==> config.mk <==
export PLATFORM = sky130hd
export DESIGN_NAME = privileged_csr_emulator
export DESIGN_NICKNAME = d
export VERILOG_FILES = /design/src/sv/pcsr_pkg.sv /design/src/sv/privileged_csr_emulator.sv /design/src/sv/pcsr_exec.sv
export SDC_FILE = /design/constraint.sdc
export NUM_CORES = 2
export LEC_CHECK = 0
export ABC_AREA = 1
export BUFFER_PORTS_ARGS = -buffer_cell sky130_fd_sc_hd__buf_2
export CAP_MARGIN = 20
export CORE_UTILIZATION = 35
export DETAILED_ROUTE_END_ITERATION = 6
export MAX_ROUTING_LAYER = met4
export PLACE_DENSITY = 0.63
export SYNTH_ARGS = -nofsm -noshare
export SYNTH_HDL_FRONTEND = slang
export SYNTH_SLANG_ARGS = --single-unit
==> constraint.sdc <==
create_clock -name clk -period 12.4 [get_ports clk]
set_clock_uncertainty 0.1 [all_clocks]
set_input_delay 1.24 -clock clk [delete_from_list [all_inputs] [get_ports clk]]
set_output_delay 1.24 -clock clk [all_outputs]
set_load 0.02 [all_outputs]
==> src/sv/pcsr_pkg.sv <==
`timescale 1ns / 1ps
// ----------------------------------------------------------------------------
// pcsr_pkg
// Shared types, CSR table and codes for the privileged CSR emulator.
// ----------------------------------------------------------------------------
package pcsr_pkg;

  localparam int NUM_CSRS  = 11;
  localparam int CSR_IDX_W = $clog2(NUM_CSRS);
  localparam int XLEN      = 64;

  localparam logic [1:0] MODE_U = 2'd0;
  localparam logic [1:0] MODE_S = 2'd1;
  localparam logic [1:0] MODE_M = 2'd2;

  localparam logic [2:0] F3_CSRW = 3'd1;
  localparam logic [2:0] F3_CSRR = 3'd2;

  localparam logic [11:0] CODE_MRET  = 12'h302;
  localparam logic [11:0] CODE_SRET  = 12'h102;
  localparam logic [11:0] CODE_ECALL = 12'h000;

  localparam logic [CSR_IDX_W-1:0] IDX_MHARTID = CSR_IDX_W'(0);
  localparam logic [CSR_IDX_W-1:0] IDX_MEPC    = CSR_IDX_W'(1);
  localparam logic [CSR_IDX_W-1:0] IDX_MSTATUS = CSR_IDX_W'(2);
  localparam logic [CSR_IDX_W-1:0] IDX_SATP    = CSR_IDX_W'(3);
  localparam logic [CSR_IDX_W-1:0] IDX_MEDELEG = CSR_IDX_W'(4);
  localparam logic [CSR_IDX_W-1:0] IDX_MIDELEG = CSR_IDX_W'(5);
  localparam logic [CSR_IDX_W-1:0] IDX_SIE     = CSR_IDX_W'(6);
  localparam logic [CSR_IDX_W-1:0] IDX_STVEC   = CSR_IDX_W'(7);
  localparam logic [CSR_IDX_W-1:0] IDX_SSTATUS = CSR_IDX_W'(8);
  localparam logic [CSR_IDX_W-1:0] IDX_SEPC    = CSR_IDX_W'(9);
  localparam logic [CSR_IDX_W-1:0] IDX_MTVEC   = CSR_IDX_W'(10);

  localparam logic [XLEN-1:0] MPP_MASK    = XLEN'(16'h1800);
  localparam logic [XLEN-1:0] MPP_SUPER   = XLEN'(16'h0800);
  localparam logic [XLEN-1:0] SIE_ENABLES = XLEN'(16'h0222);
  localparam logic [XLEN-1:0] SPP_BIT     = XLEN'(16'h0100);
  localparam logic [XLEN-1:0] SPIE_BIT    = XLEN'(16'h0020);
  localparam logic [XLEN-1:0] DELEG_ALL   = XLEN'(16'hffff);
  localparam logic [XLEN-1:0] PC_STEP     = XLEN'(4);

  typedef logic [XLEN-1:0] csr_file_t [NUM_CSRS];

  typedef struct packed {
    logic            dest_write;
    logic [4:0]      dest_index;
    logic [XLEN-1:0] dest_value;
    logic            pc_write;
    logic [XLEN-1:0] next_pc;
    logic            fault;
    logic [1:0]      mode_now;
  } result_t;

  function automatic logic [11:0] csr_code(input logic [CSR_IDX_W-1:0] idx);
    logic [11:0] code;
    unique case (idx)
      IDX_MHARTID: code = 12'hF14;
      IDX_MEPC:    code = 12'h341;
      IDX_MSTATUS: code = 12'h300;
      IDX_SATP:    code = 12'h180;
      IDX_MEDELEG: code = 12'h302;
      IDX_MIDELEG: code = 12'h303;
      IDX_SIE:     code = 12'h104;
      IDX_STVEC:   code = 12'h105;
      IDX_SSTATUS: code = 12'h100;
      IDX_SEPC:    code = 12'h141;
      IDX_MTVEC:   code = 12'h305;
      default:     code = 12'h000;
    endcase
    return code;
  endfunction

  function automatic logic [1:0] csr_level(input logic [CSR_IDX_W-1:0] idx);
    logic [1:0] lvl;
    unique case (idx)
      IDX_SATP, IDX_SIE, IDX_STVEC, IDX_SSTATUS, IDX_SEPC: lvl = MODE_S;
      default: lvl = MODE_M;
    endcase
    return lvl;
  endfunction

endpackage

==> src/sv/privileged_csr_emulator.sv <==
`timescale 1ns / 1ps
// ----------------------------------------------------------------------------
// privileged_csr_emulator
// Trap-and-emulate unit for privileged CSR instructions, mret, sret, ecall.
// ----------------------------------------------------------------------------
// One transaction in, one transaction out, one per clock sustained while
// result_ready is held high. The instruction is captured in an input register,
// executed against the virtual CSR file and mode from that register, and the
// result lands in an output register while the CSR file and mode update at
// the same edge. Each instruction sees the state left by the one before it.
module privileged_csr_emulator (
  input  logic                      clk,
  input  logic                      rst,
  input  logic                      item_valid,
  output logic                      item_ready,
  input  logic [31:0]               instruction,
  input  logic [pcsr_pkg::XLEN-1:0] source_value,
  input  logic [pcsr_pkg::XLEN-1:0] trap_pc,
  output logic                      result_valid,
  input  logic                      result_ready,
  output logic                      dest_write,
  output logic [4:0]                dest_index,
  output logic [pcsr_pkg::XLEN-1:0] dest_value,
  output logic                      pc_write,
  output logic [pcsr_pkg::XLEN-1:0] next_pc,
  output logic                      fault,
  output logic [1:0]                mode_now
);

  pcsr_pkg::csr_file_t csr_values;
  pcsr_pkg::csr_file_t csr_values_next;
  logic [1:0]          priv_mode;
  logic [1:0]          priv_mode_next;

  logic                      stage_valid;
  logic [31:0]               stage_instruction;
  logic [pcsr_pkg::XLEN-1:0] stage_source_value;
  logic [pcsr_pkg::XLEN-1:0] stage_trap_pc;

  pcsr_pkg::result_t result;
  logic              advance;

  assign advance    = stage_valid && (!result_valid || result_ready);
  assign item_ready = !stage_valid || advance;

  pcsr_exec u_exec (
    .instruction     (stage_instruction),
    .source_value    (stage_source_value),
    .trap_pc         (stage_trap_pc),
    .csr_values      (csr_values),
    .priv_mode       (priv_mode),
    .csr_values_next (csr_values_next),
    .priv_mode_next  (priv_mode_next),
    .result          (result)
  );

  // input register
  always_ff @(posedge clk) begin
    if (rst) begin
      stage_valid <= 1'b0;
    end else if (item_ready) begin
      stage_valid <= item_valid;
    end
    if (item_valid && item_ready) begin
      stage_instruction  <= instruction;
      stage_source_value <= source_value;
      stage_trap_pc      <= trap_pc;
    end
  end

  // architectural state
  always_ff @(posedge clk) begin
    if (rst) begin
      for (int i = 0; i < pcsr_pkg::NUM_CSRS; i++) begin
        csr_values[i] <= '0;
      end
      priv_mode <= pcsr_pkg::MODE_M;
    end else if (advance) begin
      csr_values <= csr_values_next;
      priv_mode  <= priv_mode_next;
    end
  end

  // output register
  always_ff @(posedge clk) begin
    if (rst) begin
      result_valid <= 1'b0;
    end else if (advance) begin
      result_valid <= 1'b1;
    end else if (result_ready) begin
      result_valid <= 1'b0;
    end
    if (advance) begin
      dest_write <= result.dest_write;
      dest_index <= result.dest_index;
      dest_value <= result.dest_value;
      pc_write   <= result.pc_write;
      next_pc    <= result.next_pc;
      fault      <= result.fault;
      mode_now   <= result.mode_now;
    end
  end

endmodule

==> src/sv/pcsr_exec.sv <==
`timescale 1ns / 1ps
// ----------------------------------------------------------------------------
// pcsr_exec
// Decode and execute one trapped instruction against the CSR file and mode;
// gives the result and the next CSR file and mode.
// ----------------------------------------------------------------------------
module pcsr_exec (
  input  logic [31:0]              instruction,
  input  logic [pcsr_pkg::XLEN-1:0] source_value,
  input  logic [pcsr_pkg::XLEN-1:0] trap_pc,
  input  pcsr_pkg::csr_file_t      csr_values,
  input  logic [1:0]               priv_mode,
  output pcsr_pkg::csr_file_t      csr_values_next,
  output logic [1:0]               priv_mode_next,
  output pcsr_pkg::result_t        result
);

  logic [4:0]  rd;
  logic [2:0]  funct3;
  logic [11:0] csr;
  logic        hit;
  logic [pcsr_pkg::CSR_IDX_W-1:0] k;

  assign rd     = instruction[11:7];
  assign funct3 = instruction[14:12];
  assign csr    = instruction[31:20];

  // table lookup
  always_comb begin
    hit = 1'b0;
    k   = '0;
    for (int i = 0; i < pcsr_pkg::NUM_CSRS; i++) begin
      if (!hit && pcsr_pkg::csr_code(pcsr_pkg::CSR_IDX_W'(i)) == csr) begin
        hit = 1'b1;
        k   = pcsr_pkg::CSR_IDX_W'(i);
      end
    end
  end

  always_comb begin
    csr_values_next = csr_values;
    priv_mode_next  = priv_mode;
    result          = '0;
    if (funct3 == pcsr_pkg::F3_CSRW || funct3 == pcsr_pkg::F3_CSRR) begin
      if (!hit || priv_mode < pcsr_pkg::csr_level(k)) begin
        result.fault = 1'b1;
      end else if (funct3 == pcsr_pkg::F3_CSRW) begin
        csr_values_next[k] = source_value;
      end else if (rd >= 5'd10 && rd <= 5'd15) begin
        result.dest_write = 1'b1;
        result.dest_index = rd;
        result.dest_value = csr_values[k];
      end
    end else if (csr == pcsr_pkg::CODE_MRET) begin
      if (priv_mode == pcsr_pkg::MODE_M) begin
        csr_values_next[pcsr_pkg::IDX_MSTATUS] =
          (csr_values[pcsr_pkg::IDX_MSTATUS] & ~pcsr_pkg::MPP_MASK) | pcsr_pkg::MPP_SUPER;
        csr_values_next[pcsr_pkg::IDX_SATP]    = '0;
        csr_values_next[pcsr_pkg::IDX_MEDELEG] = pcsr_pkg::DELEG_ALL;
        csr_values_next[pcsr_pkg::IDX_MIDELEG] = pcsr_pkg::DELEG_ALL;
        csr_values_next[pcsr_pkg::IDX_SIE]     =
          csr_values[pcsr_pkg::IDX_SIE] | pcsr_pkg::SIE_ENABLES;
        result.pc_write = 1'b1;
        result.next_pc  = csr_values[pcsr_pkg::IDX_MEPC] - pcsr_pkg::PC_STEP;
        priv_mode_next  = pcsr_pkg::MODE_S;
      end else begin
        result.fault = 1'b1;
      end
    end else if (csr == pcsr_pkg::CODE_SRET) begin
      if (priv_mode == pcsr_pkg::MODE_S) begin
        csr_values_next[pcsr_pkg::IDX_SSTATUS] =
          (csr_values[pcsr_pkg::IDX_SSTATUS] & ~pcsr_pkg::SPP_BIT) | pcsr_pkg::SPIE_BIT;
        result.pc_write = 1'b1;
        result.next_pc  = csr_values[pcsr_pkg::IDX_SEPC] - pcsr_pkg::PC_STEP;
        priv_mode_next  = pcsr_pkg::MODE_U;
      end else begin
        result.fault = 1'b1;
      end
    end else if (csr == pcsr_pkg::CODE_ECALL) begin
      if (priv_mode == pcsr_pkg::MODE_U) begin
        csr_values_next[pcsr_pkg::IDX_SEPC] = trap_pc;
        result.pc_write = 1'b1;
        result.next_pc  = csr_values[pcsr_pkg::IDX_STVEC] - pcsr_pkg::PC_STEP;
        priv_mode_next  = pcsr_pkg::MODE_S;
      end else if (priv_mode == pcsr_pkg::MODE_S) begin
        csr_values_next[pcsr_pkg::IDX_MEPC] = trap_pc;
        result.pc_write = 1'b1;
        result.next_pc  = csr_values[pcsr_pkg::IDX_MTVEC] - pcsr_pkg::PC_STEP;
        priv_mode_next  = pcsr_pkg::MODE_M;
      end else begin
        result.fault = 1'b1;
      end
    end
    result.mode_now = priv_mode_next;
  end

endmodule

# Yosys cells after proc, flatten, opt, wreduce, memory -nomap -nowiden
# Cells that the tools add are included.
[op_classes]
n_reduce_logical = 48
order_cmp = 5
n_bitwise = 4
n_mux = 69
eq_ne = 27
n_addsub = 4
[ops]
columns = ["cell", "count"]
rows = [
  ["640-bit 2-to-1 mux", 2],
  ["704-bit bitwise mux", 1],
  ["64-bit 2-to-1 mux", 11],
  ["269-bit 2-to-1 mux", 2],
  ["384-bit 2-to-1 mux", 1],
  ["65-bit 2-to-1 mux", 4],
  ["64-bit binary-select mux with 4-bit select", 1],
  ["64-bit demux with 4-bit select", 1],
  ["128-bit 2-to-1 mux", 2],
  ["64-bit by 3-bit subtractor with 64-bit output, second input constant", 4],
  ["66-bit 2-to-1 mux", 3],
  ["70-bit 2-to-1 mux", 1],
  ["10-bit by 12-bit == test with 1-bit output, first input constant", 5],
  ["9-bit by 12-bit == test with 1-bit output, first input constant", 5],
  ["4-bit 2-to-1 mux", 9],
  ["2-bit 2-to-1 mux", 10],
  ["1-bit 2-to-1 mux", 19],
  ["9-bit 2-to-1 mux", 2],
  ["1-bit logical AND", 14],
  ["2-bit nonzero test", 7],
  ["1-bit zero test", 13],
  ["12-bit by 10-bit == test with 1-bit output, second input constant", 1],
  ["12-bit == test, first input constant", 1],
  ["12-bit by 9-bit == test with 1-bit output, second input constant", 1],
  ["27 further kinds", 37],
]
[totals]
ff_bits = 1006
output_inout_bits = 140

# Depth between registers and ports, before layout
[depth]
ltp_word = 41
mapped_depth = 24
depth_no_buf = 21

# By module
# A second synthesis with hierarchy kept.
[hier_totals]
hier_cells = 12227
hier_area_um2 = 73986.0
[by_module_without_submodules]
columns = ["mod", "cells_each", "area_each_um2", "n_inst", "seq_area_each_um2"]
rows = [
  ["privileged_csr_emulator", 4936, 40213.6, 1, 23122.2],
  ["pcsr_exec", 7291, 33772.4, 1, 0.0],
]

# Worst setup path before layout
# OpenSTA, ideal clock, no wires.
[synth_timing]
path_type = "input-to-reg"
from = "input port result_ready"
to = "register csr_values[592] in the netlist's numbering"
path_stages = 10
n_path_buf = 1
setup_time_ns = 0.113
slack_ns = 6.587
required_time_ns = 12.187
t_arrival_ns = 5.600
cell_sequence = "inv_1 -> nand2_1 -> nand2_1 -> inv_1 -> o21ai_0 -> a21oi_1 -> nand4_1 -> clkbuf_1 -> nor2_1 -> nor2_1"
[synth_via]
elab_chain_cells = 3
[synth_lines]
columns = ["item", "line_no", "source"]
rows = [
  ["start, declared", "privileged_csr_emulator.sv:20", "input logic result_ready,"],
  ["1-bit logical OR", "privileged_csr_emulator.sv:43", "assign advance = stage_valid && (!result_valid || result_ready);"],
  ["1-bit logical AND", "privileged_csr_emulator.sv:43", ""],
  ["via advance", "privileged_csr_emulator.sv:41", "logic advance;"],
  ["8-bit AND reduction (no line)", "--", ""],
  ["end signal, assigned", "privileged_csr_emulator.sv:79", "csr_values <= csr_values_next;"],
  ["end, declared", "privileged_csr_emulator.sv:30", "pcsr_pkg::csr_file_t csr_values;"],
]
# The timed path passes the listed nets, and every way through them passes these cells.
# A chain may end at the register's enable or synchronous reset.

# Worst setup path after layout
[layout_timing]
from = "register stage_instruction[31]"
to = "register csr_values[556] in the netlist's numbering"
[layout_via]
elab_chain_cells = 41
elab_cells_between_ends = 75
[layout_lines]
columns = ["item", "line_no", "source"]
rows = [
  ["start, declared", "privileged_csr_emulator.sv:36", "logic [31:0] stage_instruction;"],
  ["start signal, assigned", "privileged_csr_emulator.sv:65", "stage_instruction <= instruction;"],
  ["12-bit == test", "pcsr_exec.sv:33", "if (!hit && pcsr_pkg::csr_code(pcsr_pkg::CSR_IDX_W'(i)) == csr) begin"],
  ["1-bit 2-to-1 mux", "pcsr_exec.sv:33", ""],
  ["1-bit zero test", "pcsr_exec.sv:33", ""],
  ["1-bit logical AND", "pcsr_exec.sv:33", ""],
  ["1-bit 2-to-1 mux", "pcsr_exec.sv:33", ""],
  ["1-bit zero test", "pcsr_exec.sv:33", ""],
  ["1-bit logical AND", "pcsr_exec.sv:33", ""],
  ["1-bit 2-to-1 mux", "pcsr_exec.sv:33", ""],
  ["(+25 left out)", "--", ""],
  ["5-bit greater-or-equal comparator (not written as such) / 5-bit by 1-bit < comparator with 1-bit output (equally long branches)", "pcsr_exec.sv:48", "csr_values_next[k] = source_value;"],
  ["1-bit logical AND (not written as such)", "pcsr_exec.sv:48", ""],
  ["64-bit 2-to-1 mux (not written as such)", "pcsr_exec.sv:48", ""],
  ["64-bit demux with 4-bit select", "pcsr_exec.sv:48", ""],
  ["704-bit bitwise mux", "pcsr_exec.sv:48", ""],
  ["640-bit 2-to-1 mux", "pcsr_exec.sv:47", "end else if (funct3 == pcsr_pkg::F3_CSRW) begin"],
  ["640-bit 2-to-1 mux", "pcsr_exec.sv:45", "if (!hit || priv_mode < pcsr_pkg::csr_level(k)) begin"],
  ["384-bit 2-to-1 mux", "pcsr_exec.sv:44", "if (funct3 == pcsr_pkg::F3_CSRW || funct3 == pcsr_pkg::F3_CSRR) begin"],
]
# Parallel ways exist; a longest one is shown, timed or not. The select of a mux whose other input is x is not followed.

==> metrics <==
Vias=52700; number of flip-flops and latches in the synthesized netlist=994; worst-case vdd ir drop=around 0.11 mV; Post-Route Setup TNS=0 ns; Yosys top cell by area=sky130_fd_sc_hd__dfxtp_1; total DRC errors in the routed layout=0; classification of the worst setup path=flip-flop to flip-flop; outcome=complete, no violations; Top FF cell, synth=sky130_fd_sc_hd__dfxtp_1; post-synth design cell area=51400 um^2; Congestion Overflow GR=0; Avg Synthesized Cell Area=7.15 um^2; number of buffers created by CTS=roughly 120; leading cell types in the layout, fill and taps excluded=sky130_fd_sc_hd__nand2_1 (1567), sky130_fd_sc_hd__nor2_1 (1126), sky130_fd_sc_hd__dfxtp_1 (708); number of cells upsized or downsized after cts=0; via/cell ratio=~5.7; clock transition at the registers of the reported paths=0.06 ns; critical path startpoint=stage_instruction[31]; share of the cycle needed by the critical path after routing=0.595; clock tree from TritonCTS=done; pin count of the biggest net entering global routing=94; number of nets with antenna violations after routing=0; number of antenna violations at the first check in global routing=11; Die Outline Area=approximately 150000 um^2; Post-Synthesis Cells=around 7200; achievable clock frequency=136 MHz; estimated wirelength of the detail-placed design=143000 um; Synth top area share=0.276; slack of the worst reg-to-reg path=5.02 ns; I/O Pins=304; GR Util All Layers=0.296; final setup violation count=0; global placer's final weighted congestion=0.995; proportion of synthesized chip area in sequential cells=0.443; first-pass iteration count of the detailed router=6; maximum clock insertion buffer count=3; first-pass GRT wire length=320000 um; timing endpoint of the critical path=csr_values[556]; top layer used by detailed routing=met4; total count of max-transition violations in the final report=0; required time reported for the critical path endpoint=~13 ns; CTS hold repair buffers=0; routed wl met2=96100 um; Core Util, Final=0.398; count of port buffers added during placement=291; capturing point of the worst reg2reg path=csr_values[556]; Critical Path AT=7.96 ns; detailed route wirelength on metal3=21800 um; post-synthesis async set-or-reset flop share=0; post-layout min period=7.38 ns; width of the chip=385 um; cell count after placement=8999; effective utilization at floorplan=0.353; slew at the pin closest to its max-slew limit=between 1 and 1.5 ns; clock latency at the later pin of the worst-skew pair=0.78 ns; Setup Slack @ Placement=5.20 ns; cell types with the largest area share after synthesis=sky130_fd_sc_hd__dfxtp_1 (28%), sky130_fd_sc_hd__edfxtp_1 (17%), sky130_fd_sc_hd__nand2_1 (11%); setup repair bufs after CTS=0; Layout Nets=7375; number of H-tree levels=3; Max transition margin=0.200; setup repair after global routing missed its margin=no; leakage power of the design=24.5 nW; CTS Sinks=approximately 1000; share of post-route cells with drive strength above 1=0.0965; worst hold path class=flip-flop to flip-flop; depth of the worst register-to-register path=19; Layout Area Growth over Synthesis=12.9%; number of enable-type register cells in the synthesized netlist=286; crit path capture type=flip-flop; post-route met1 wirelength=90600 um; Total Wirelength=approximately 220000 um; R2R Path Start=stage_instruction[31]; core area=146000 um^2; Rows=140; Avg WL per Cell=23.7 um; Post-Layout Cell Count=9227; number of distinct standard cells referenced by the synthesized netlist=61; Synth Net Count=7357; clock root buffer=sky130_fd_sc_hd__clkbuf_16; chip height=385 um; CP Launch Type=flip-flop; yosys synthesis warning count=0; commonest non-fill, non-tap cell in the layout=sky130_fd_sc_hd__nand2_1; final-report hold violation count=0; power density over cell area=131 nW/um^2; number of global-route vias before repair=between 40000 and 50000; worst-case setup margin in the final layout=about 5 ns; number of max-cap violations=0; DRT iter0 DRCs=6581; critical path fanouts, max=93
==> worst max-delay path, stage by stage, from the launching register on <==
cell and delay, ns:
sky130_fd_sc_hd__edfxtp_1 0.34, sky130_fd_sc_hd__inv_2 0.04, sky130_fd_sc_hd__nand2_1 0.13, sky130_fd_sc_hd__nor3_2 0.09, sky130_fd_sc_hd__inv_2 0.13, sky130_fd_sc_hd__nor2_2 0.09, sky130_fd_sc_hd__nand2_2 0.05, sky130_fd_sc_hd__buf_4 0.88
sky130_fd_sc_hd__nand3_4 0.67, sky130_fd_sc_hd__nand2_1 0.27, sky130_fd_sc_hd__nand4_1 0.12, sky130_fd_sc_hd__ha_1 0.33, sky130_fd_sc_hd__a21o_2 0.17, sky130_fd_sc_hd__nand2_4 0.39, sky130_fd_sc_hd__nor2_4 0.77, sky130_fd_sc_hd__nand2_8 0.55
sky130_fd_sc_hd__nor2_4 0.89, sky130_fd_sc_hd__buf_4 0.69, sky130_fd_sc_hd__o21ai_0 0.17, sky130_fd_sc_hd__nor2_1 0.13
==> worst min-delay path by stage <==
stage | from | end | cells past startpoint
3_3_place_gp | csr_values[357] | csr_values[357] | 2
5_1_grt | csr_values[425] | csr_values[425] | 2
3_5_place_dp | csr_values[457] | csr_values[457] | 2
2_1_floorplan | csr_values[523] | csr_values[523] | 2
4_1_cts | csr_values[481] | csr_values[481] | 2
6_report | csr_values[459] | csr_values[459] | 2
==> synthesized netlist by cell type, types with 42 or more instances <==
cell / count
sky130_fd_sc_hd__buf_2: 137
sky130_fd_sc_hd__nand4_1: 61
sky130_fd_sc_hd__dfxtp_1: 708
sky130_fd_sc_hd__nor2_1: 1129
sky130_fd_sc_hd__a21oi_1: 344
sky130_fd_sc_hd__clkbuf_1: 281
sky130_fd_sc_hd__nand3_1: 433
sky130_fd_sc_hd__nand2_1: 1570
sky130_fd_sc_hd__nor3_1: 367
sky130_fd_sc_hd__edfxtp_1: 286
sky130_fd_sc_hd__o21ai_1: 63
sky130_fd_sc_hd__o31ai_1: 80
sky130_fd_sc_hd__o2111ai_1: 63
sky130_fd_sc_hd__xor2_1: 60
sky130_fd_sc_hd__a211oi_1: 64
sky130_fd_sc_hd__inv_1: 579
sky130_fd_sc_hd__inv_2: 42
sky130_fd_sc_hd__o221ai_1: 68
sky130_fd_sc_hd__o21ai_0: 500
==> routing by layer <==
| metal | vias up | track usage |
|---|---|---|
| met4 | 0 | 0.135 |
| li1 | 24000 | - |
| met3 | 550 | 0.0517 |
| met1 | 25000 | 0.389 |
| met2 | 3091 | 0.441 |
| met5 | - | - |
==> flip-flops by register name, indices dropped and copies added, names as in the netlist <==
register / cells
next_pc: 64
stage_trap_pc: 64
stage_instruction: 20
dest_value: 64
result_valid: 1
dest_index: 5
csr_values: 704
priv_mode: 2
stage_valid: 1
pc_write: 1
stage_source_value: 64
dest_write: 1
mode_now: 2
fault: 1
==> per-stage QoR <==
| step | instance area (um^2) | power, W | hold slack, ns |
|---|---|---|---|
| 2_1_floorplan | 51400 | 0.00383 | 0.322 |
| 3_3_place_gp | 54000 | 0.00406 | 0.348 |
| 3_5_place_dp | 54000 | 0.00407 | 0.352 |
| 4_1_cts | 57900 | 0.00763 | 0.362 |
| 5_1_grt | 58000 | 0.00782 | 0.373 |
| 6_report | 58000 | 0.00760 | 0.363 |
==> cell families (layout without fill, tap and decap cells) <==
family,Yosys count,count (layout),synth area share
buffers and inverters,1094,1209,0.0856
AND/OR/NAND/NOR,3684,3684,0.302
other,1,13,0.0000730
AO/OA/AOI/OAI,1335,1335,0.155
XOR/XNOR,65,65,0.0111
flip-flops,994,994,0.443
adder cells (fa/ha/maj),10,10,0.00244
==> where the power goes <==
| part | leakage, nW | internal, W | switching, W |
|---|---|---|---|
| Clock | 1.93 | 0.00210 | 0.00149 |
| Combinational | 14.1 | 0.000132 | 0.000426 |
| Sequential | 8.46 | 0.00340 | 0.0000542 |
| Total | 24.5 | 0.00564 | 0.00196 |
==> area by class of cell <==
cell class / instances / area [um^2]
diodes: 12 / 30.0
clock buffers: 156 / 3280
clock inverters: 58 / 654
fillers: 15000 / 87600
inverters: 625 / 2370
multi-input cells: 5095 / 24400
flip-flops and latches: 994 / 22800
well taps: 1917 / 2400
repair buffers: 370 / 2100
Note: power is estimated with default switching activity, not from simulation.
